<file path="config.mk">
export PLATFORM = sky130hd
export DESIGN_NAME = bnca_fifo
export DESIGN_NICKNAME = d
export VERILOG_FILES = /design/src/sv/bnca_fifo.sv
export SDC_FILE = /design/constraint.sdc
export NUM_CORES = 1
export LEC_CHECK = 0
export BUFFER_PORTS_ARGS = -buffer_cell sky130_fd_sc_hd__buf_2
export CAP_MARGIN = 5
export CORE_UTILIZATION = 35
export CTS_CLUSTER_DIAMETER = 120
export DETAILED_ROUTE_END_ITERATION = 6
export HOLD_SLACK_MARGIN = 0.03
export MAX_ROUTING_LAYER = met4
export PLACE_DENSITY_LB_ADDON = 0.08
export SETUP_SLACK_MARGIN = 0.1
export SYNTH_ARGS = -nofsm -noshare
export SYNTH_HDL_FRONTEND = slang
export SYNTH_SLANG_ARGS = --single-unit
</file>
<file path="constraint.sdc">
create_clock -name i_clk -period 3.3 [get_ports i_clk]
set_input_delay 0 -clock i_clk [delete_from_list [all_inputs] [get_ports i_clk]]
set_output_delay 0 -clock i_clk [all_outputs]
set_load 0.005 [all_outputs]
</file>
<file path="src/sv/bnca_fifo.sv">
// Small register FIFO used for the sample queue and the result queue.
`default_nettype none
module bnca_fifo #(
    parameter type T     = logic,
    parameter int  DEPTH = 4
) (
    input  wire logic                       i_clk,
    input  wire logic                       i_rst_n,
    input  wire logic                       i_push,
    input  wire T                           i_data,
    output logic                            o_full,
    output logic                            o_empty,
    input  wire logic                       i_pop,
    output T                                o_data,
    output logic [$clog2(DEPTH+1)-1:0]      o_count
);
    localparam int PW = (DEPTH > 1) ? $clog2(DEPTH) : 1;
    localparam int CW = $clog2(DEPTH + 1);

    T                r_mem [DEPTH];
    logic [PW-1:0]   r_wr, r_rd;
    logic [CW-1:0]   r_cnt;
    logic            s_wr, s_rd;

    assign o_full  = (r_cnt == CW'(DEPTH));
    assign o_empty = (r_cnt == '0);
    assign o_count = r_cnt;
    assign o_data  = r_mem[r_rd];
    assign s_wr    = i_push && !o_full;
    assign s_rd    = i_pop && !o_empty;

    always_ff @(posedge i_clk) begin
        if (!i_rst_n) begin
            r_wr  <= '0;
            r_rd  <= '0;
            r_cnt <= '0;
        end else begin
            if (s_wr) begin
                r_wr <= (r_wr == PW'(DEPTH - 1)) ? '0 : r_wr + PW'(1);
            end
            if (s_rd) begin
                r_rd <= (r_rd == PW'(DEPTH - 1)) ? '0 : r_rd + PW'(1);
            end
            r_cnt <= r_cnt + CW'(s_wr) - CW'(s_rd);
        end
    end

    always_ff @(posedge i_clk) begin
        if (s_wr) begin
            r_mem[r_wr] <= i_data;
        end
    end

endmodule
`default_nettype wire

</file>
* After elaboration in Yosys (flattened, before gate mapping)
Memories as Yosys holds them, arrays and structs flattened. A register that Yosys moved wholly into a read port is not among the register bits. Cells that the tools add are included.
Word-level totals: register bits after elaboration 7, bits in writable memories 4, output and inout port bits 6, memories 1
Memories:
- r_mem | depth 4, width 1, rd ports 1, clocked after Yosys merged registers in 1, write ports 1, RTL line 20 | T r_mem [DEPTH];
Operators by class: add/subtract/negate cells 4, equality and inequality tests 3, mux-type cells 6, reductions and logical operators 5
Operators by type and width (count):
- 2-bit two-way mux | 4
- 2-bit by 1-bit adder with 2-bit output (second input constant) | 2
- 2-bit == test (second input constant) | 2
- 3-bit by 1-bit adder with 3-bit output | 1
- 3-bit == test (second input constant) | 1
- 3-bit zero test | 1
- 3-bit by 1-bit subtractor with 3-bit output | 1
- 1-bit logical AND | 2
- 1-bit zero test | 2
- 1-bit two-way mux | 2

* Depth between registers and ports, before layout
word-level depth 5, mapped depth 12

* Worst setup path after synthesis
No wires, ideal clock.
path type register to register, from reg r_cnt[1], in the netlist o_count[1], to reg r_cnt[2], in the netlist o_count[2], setup time 0.115 ns, arrival 2.112 ns, required time 3.185 ns, slack 1.073 ns, stages on the path, launching flop included 11, path buffers 0, clock period less this slack 2.227 ns, cell sequence dfxtp_1 > o31ai_1 > inv_1 > ha_1 > inv_1 > ha_1 > inv_1 > fa_1 > xnor2_1 > xnor2_1 > and2_1
On the way: word-level cells in the longest chain between the ends 5, elaborated cells on any way between the ends 8, classes of those cells add/sub (2); eq/ne (1); reduce/logical (5)
RTL lines:
- start: declaration | RTL line 22 | logic [CW-1:0] r_cnt;
- start signal: assignment | RTL line 44 | r_cnt <= r_cnt + CW'(s_wr) - CW'(s_rd);
- 3-bit == test | RTL line 25 | assign o_full = (r_cnt == CW'(DEPTH));
- 1-bit zero test | RTL line 29 | assign s_wr = i_push && !o_full;
- 1-bit logical AND | RTL line 29
- 3-bit by 1-bit adder with 3-bit output | RTL line 44
- 3-bit by 1-bit subtractor with 3-bit output * | RTL line 44
Every way passes the cells marked *; elsewhere a longest branch is shown, timed or not. A chain may end at the register's enable or synchronous reset.

* Final worst setup path
Same ends and word-level chain as after synthesis.

==> impl_metrics.tcl <==
set metrics [dict create \
    status "finished, final reports clean" \
    synth_adder_area_share_pct 17.0 \
    reg2reg_to "o_count[2]" \
    drtPass1Iterations 1 \
    clk_path_buf_depth 2 \
    cts.sinks 13 \
    min_period_ns 2.43 \
    cts_tree "built" \
    syn-cell-area_um2 632 \
    root_buffer "clkbuf_4" \
    synth.distinct_cells 20 \
    cp-end-kind "flip-flop" \
    antenna_found_initial 0 \
    drive_gt1_share_pct 23.9 \
    yosys_warnings 0 \
    cts_inserted_buffers 3 \
    hpwl_um 661 \
    synth-simple-area-share_pct 17.2 \
    die_h_um 44.5 \
    cp.required_ns 3.47 \
    gp_congestion 0.676 \
    cts_setup_buffers 0 \
    wl_per_cell_um 9.15 \
    synth_compound_area_share_pct 2.77 \
    ys_async_sr_fraction_pct 0 \
    ys_seq_area_share_pct 47.5 \
    reg2reg_depth 10 \
    maxCapViolations 0 \
    rows 14 \
    ys_ff_latch 13 \
    power_density_nw_per_um2 724 \
    max_freq_ghz 0.411 \
    min_to "r_wr[1]" \
    critPathLaunchType "flip-flop" \
    muxShareOfSynthArea_pct 6.73 \
    r2r_start "o_count[1]" \
    p_leak_nw 0.336 \
    r2r_slack_ns 0.87 \
    die_w_um 44.5 \
    syn_inst 57 \
    clk_pin_slew_ns 0.08 \
    grt_overflow 0 \
    dr.first_iter.drc_count 0 \
    rsz0062_at_grt "false" \
    grt_pass1_vias 351 \
    crit_fanout 6 \
    hp-class "in -> reg" \
    min-delay-start "i_rst_n" \
    grt_max_degree 12 \
    start_util_pct 39.6 \
    vias 416 \
    finalCritPeriodShare_pct 73.7 \
    cts.repair.resized 0 \
    die_area_um2 1980 \
    htreeDepth 1 \
    n_antenna_cell 0 \
    clk_latency_ns 0.27 \
    nets 85 \
    synth_xor_area_share_pct 2.77 \
    vdd_drop_max_v 0.000328 \
    fin_skew_ns 0.00306 \
    syn_area_per_cell_um2 11.1 \
    core_area_um2 1590 \
    fin_setup_tns_ns 0 \
    final_util_pct 46.5 \
    drv_slew 0 \
    ant_nets 0 \
    worstPathArrival_ns 2.60 \
    grt_usage_pct 11.4 \
    synth-edff-count 4 \
    detail_route.vias_per_cell 4.38 \
    synth_top_family_by_area "simple AND/OR/NAND/NOR gates" \
    synth_nets 70 \
    tightest_slew_ns 0.583 \
    setup_violations 0 \
    portBuffers 10 \
    maxSlewHeadroom_pct 60.8 \
    io_pins 11 \
    finalHoldViolations 0 \
    synth-main-ff-cell "dfxtp_1" \
    critical_path_class "reg -> reg" \
    routed_wl_um 869 \
    synthToLayoutAreaGrowth_pct 17.2 \
    fillers 161 \
    holdPathStages 3 \
    drc 0 \
    grt_pass1_wl_um 1440 \
]
critical path, stage by stage (launching register included):
cell and delay [ns]:
dfxtp_1 0.38, o31ai_1 0.55, inv_1 0.10, ha_1 0.28, inv_1 0.05, ha_1 0.13
inv_1 0.04, fa_1 0.37, xnor2_1 0.15, xnor2_1 0.13, and2_1 0.15
worst max path at each step:
| stage | cells after the start | startpoint | slack, ns | to |
|---|---|---|---|---|
| 3_5_place_dp | 10 | o_count[1] | 0.86 | o_count[2] |
| 2_1_floorplan | 10 | o_count[1] | 1.07 | o_count[2] |
| 4_1_cts | 10 | o_count[1] | 0.84 | o_count[2] |
| 5_1_grt | 10 | o_count[1] | 0.66 | o_count[2] |
| 6_report | 10 | o_count[1] | 0.87 | o_count[2] |
| 3_3_place_gp | 10 | o_count[1] | 0.93 | o_count[2] |
kinds of logic (layout without fill, tap and decap cells):
kind of cell | count (synthesis) | after routing
buffers and inverters | 8 | 22
adder cells (fa/ha/maj) | 8 | 8
flip-flops | 13 | 13
AND/OR/NAND/NOR | 20 | 20
multiplexers | 3 | 3
XOR/XNOR | 2 | 2
AO/OA/AOI/OAI | 3 | 3
cell usage after synthesis (2+ instances only):
| master | n | area, um2 |
|---|---|---|
| dfxtp_1 | 9 | 180 |
| ha_1 | 7 | 87.6 |
| inv_1 | 6 | 22.5 |
| nand2_1 | 6 | 22.5 |
| and2_1 | 5 | 31.3 |
| edfxtp_1 | 4 | 120 |
| mux2i_1 | 2 | 20.0 |
| nand3_1 | 2 | 10.0 |
| nor2_1 | 2 | 7.51 |
| nor2b_1 | 2 | 12.5 |
| o21ai_0 | 2 | 10.0 |
| xnor2_1 | 2 | 17.5 |
metal layers:
layer | global-route usage (%) | routed length (um)
met1 | 10.9 | 398
met2 | 17.1 | 414
met3 | 7.35 | 47
met4 | 7.27 | 9
met5 | - | 0
through the flow:
step                total power (W)  worst slack [ns]  instance area (um2)  std cells  hold slack (ns)
floorplan                  0.000387              1.07                  632         57           0.0989
detailed placement         0.000446             0.857                  704         90            0.236
global route               0.000587             0.665                  741         95           0.0459
global placement           0.000448             0.926                  704         90            0.225
finish                     0.000536             0.867                  741         95           0.0656
CTS                        0.000550             0.845                  741         95           0.0571
repair_timing:
item | 4_1_cts | 5_1_grt
hold buffers | 1 | 0
setup endpoints to repair | 0 | 0
hold endpoints to repair | 4 | 0
placed cells by master (no fill, tap or decap), types with 2 or more instances in the layout:
| cell type | synthesis | layout |
|---|---|---|
| and2_1 | 5 | 5 |
| buf_2 | 0 | 10 |
| clkbuf_4 | 0 | 3 |
| dfxtp_1 | 9 | 9 |
| edfxtp_1 | 4 | 4 |
| ha_1 | 7 | 7 |
| inv_1 | 6 | 6 |
| mux2i_1 | 2 | 2 |
| nand2_1 | 6 | 6 |
| nand3_1 | 2 | 2 |
| nor2_1 | 2 | 2 |
| nor2b_1 | 2 | 2 |
| o21ai_0 | 2 | 2 |
| xnor2_1 | 2 | 2 |
report_power, final:
part / internal [W] / total, W / switching (W)
sequential: 0.000205 / 0.000245 / 0.0000397
clock: 0.0000468 / 0.0000968 / 0.0000499
combinational: 0.000109 / 0.000194 / 0.0000856
total: 0.000361 / 0.000536 / 0.000175
cell type report:
type / instances / area [um2] / area share [%]
clock buffers: 4 / 26.3 / 3.55
inverters: 6 / 22.5 / 3.04
multi-input cells: 36 / 294 / 39.7
flip-flops and latches: 13 / 300 / 40.5
well taps: 24 / 30.0 / 4.05
repair buffers: 12 / 67.6 / 9.12
Power figures use the tool's default switching activity.
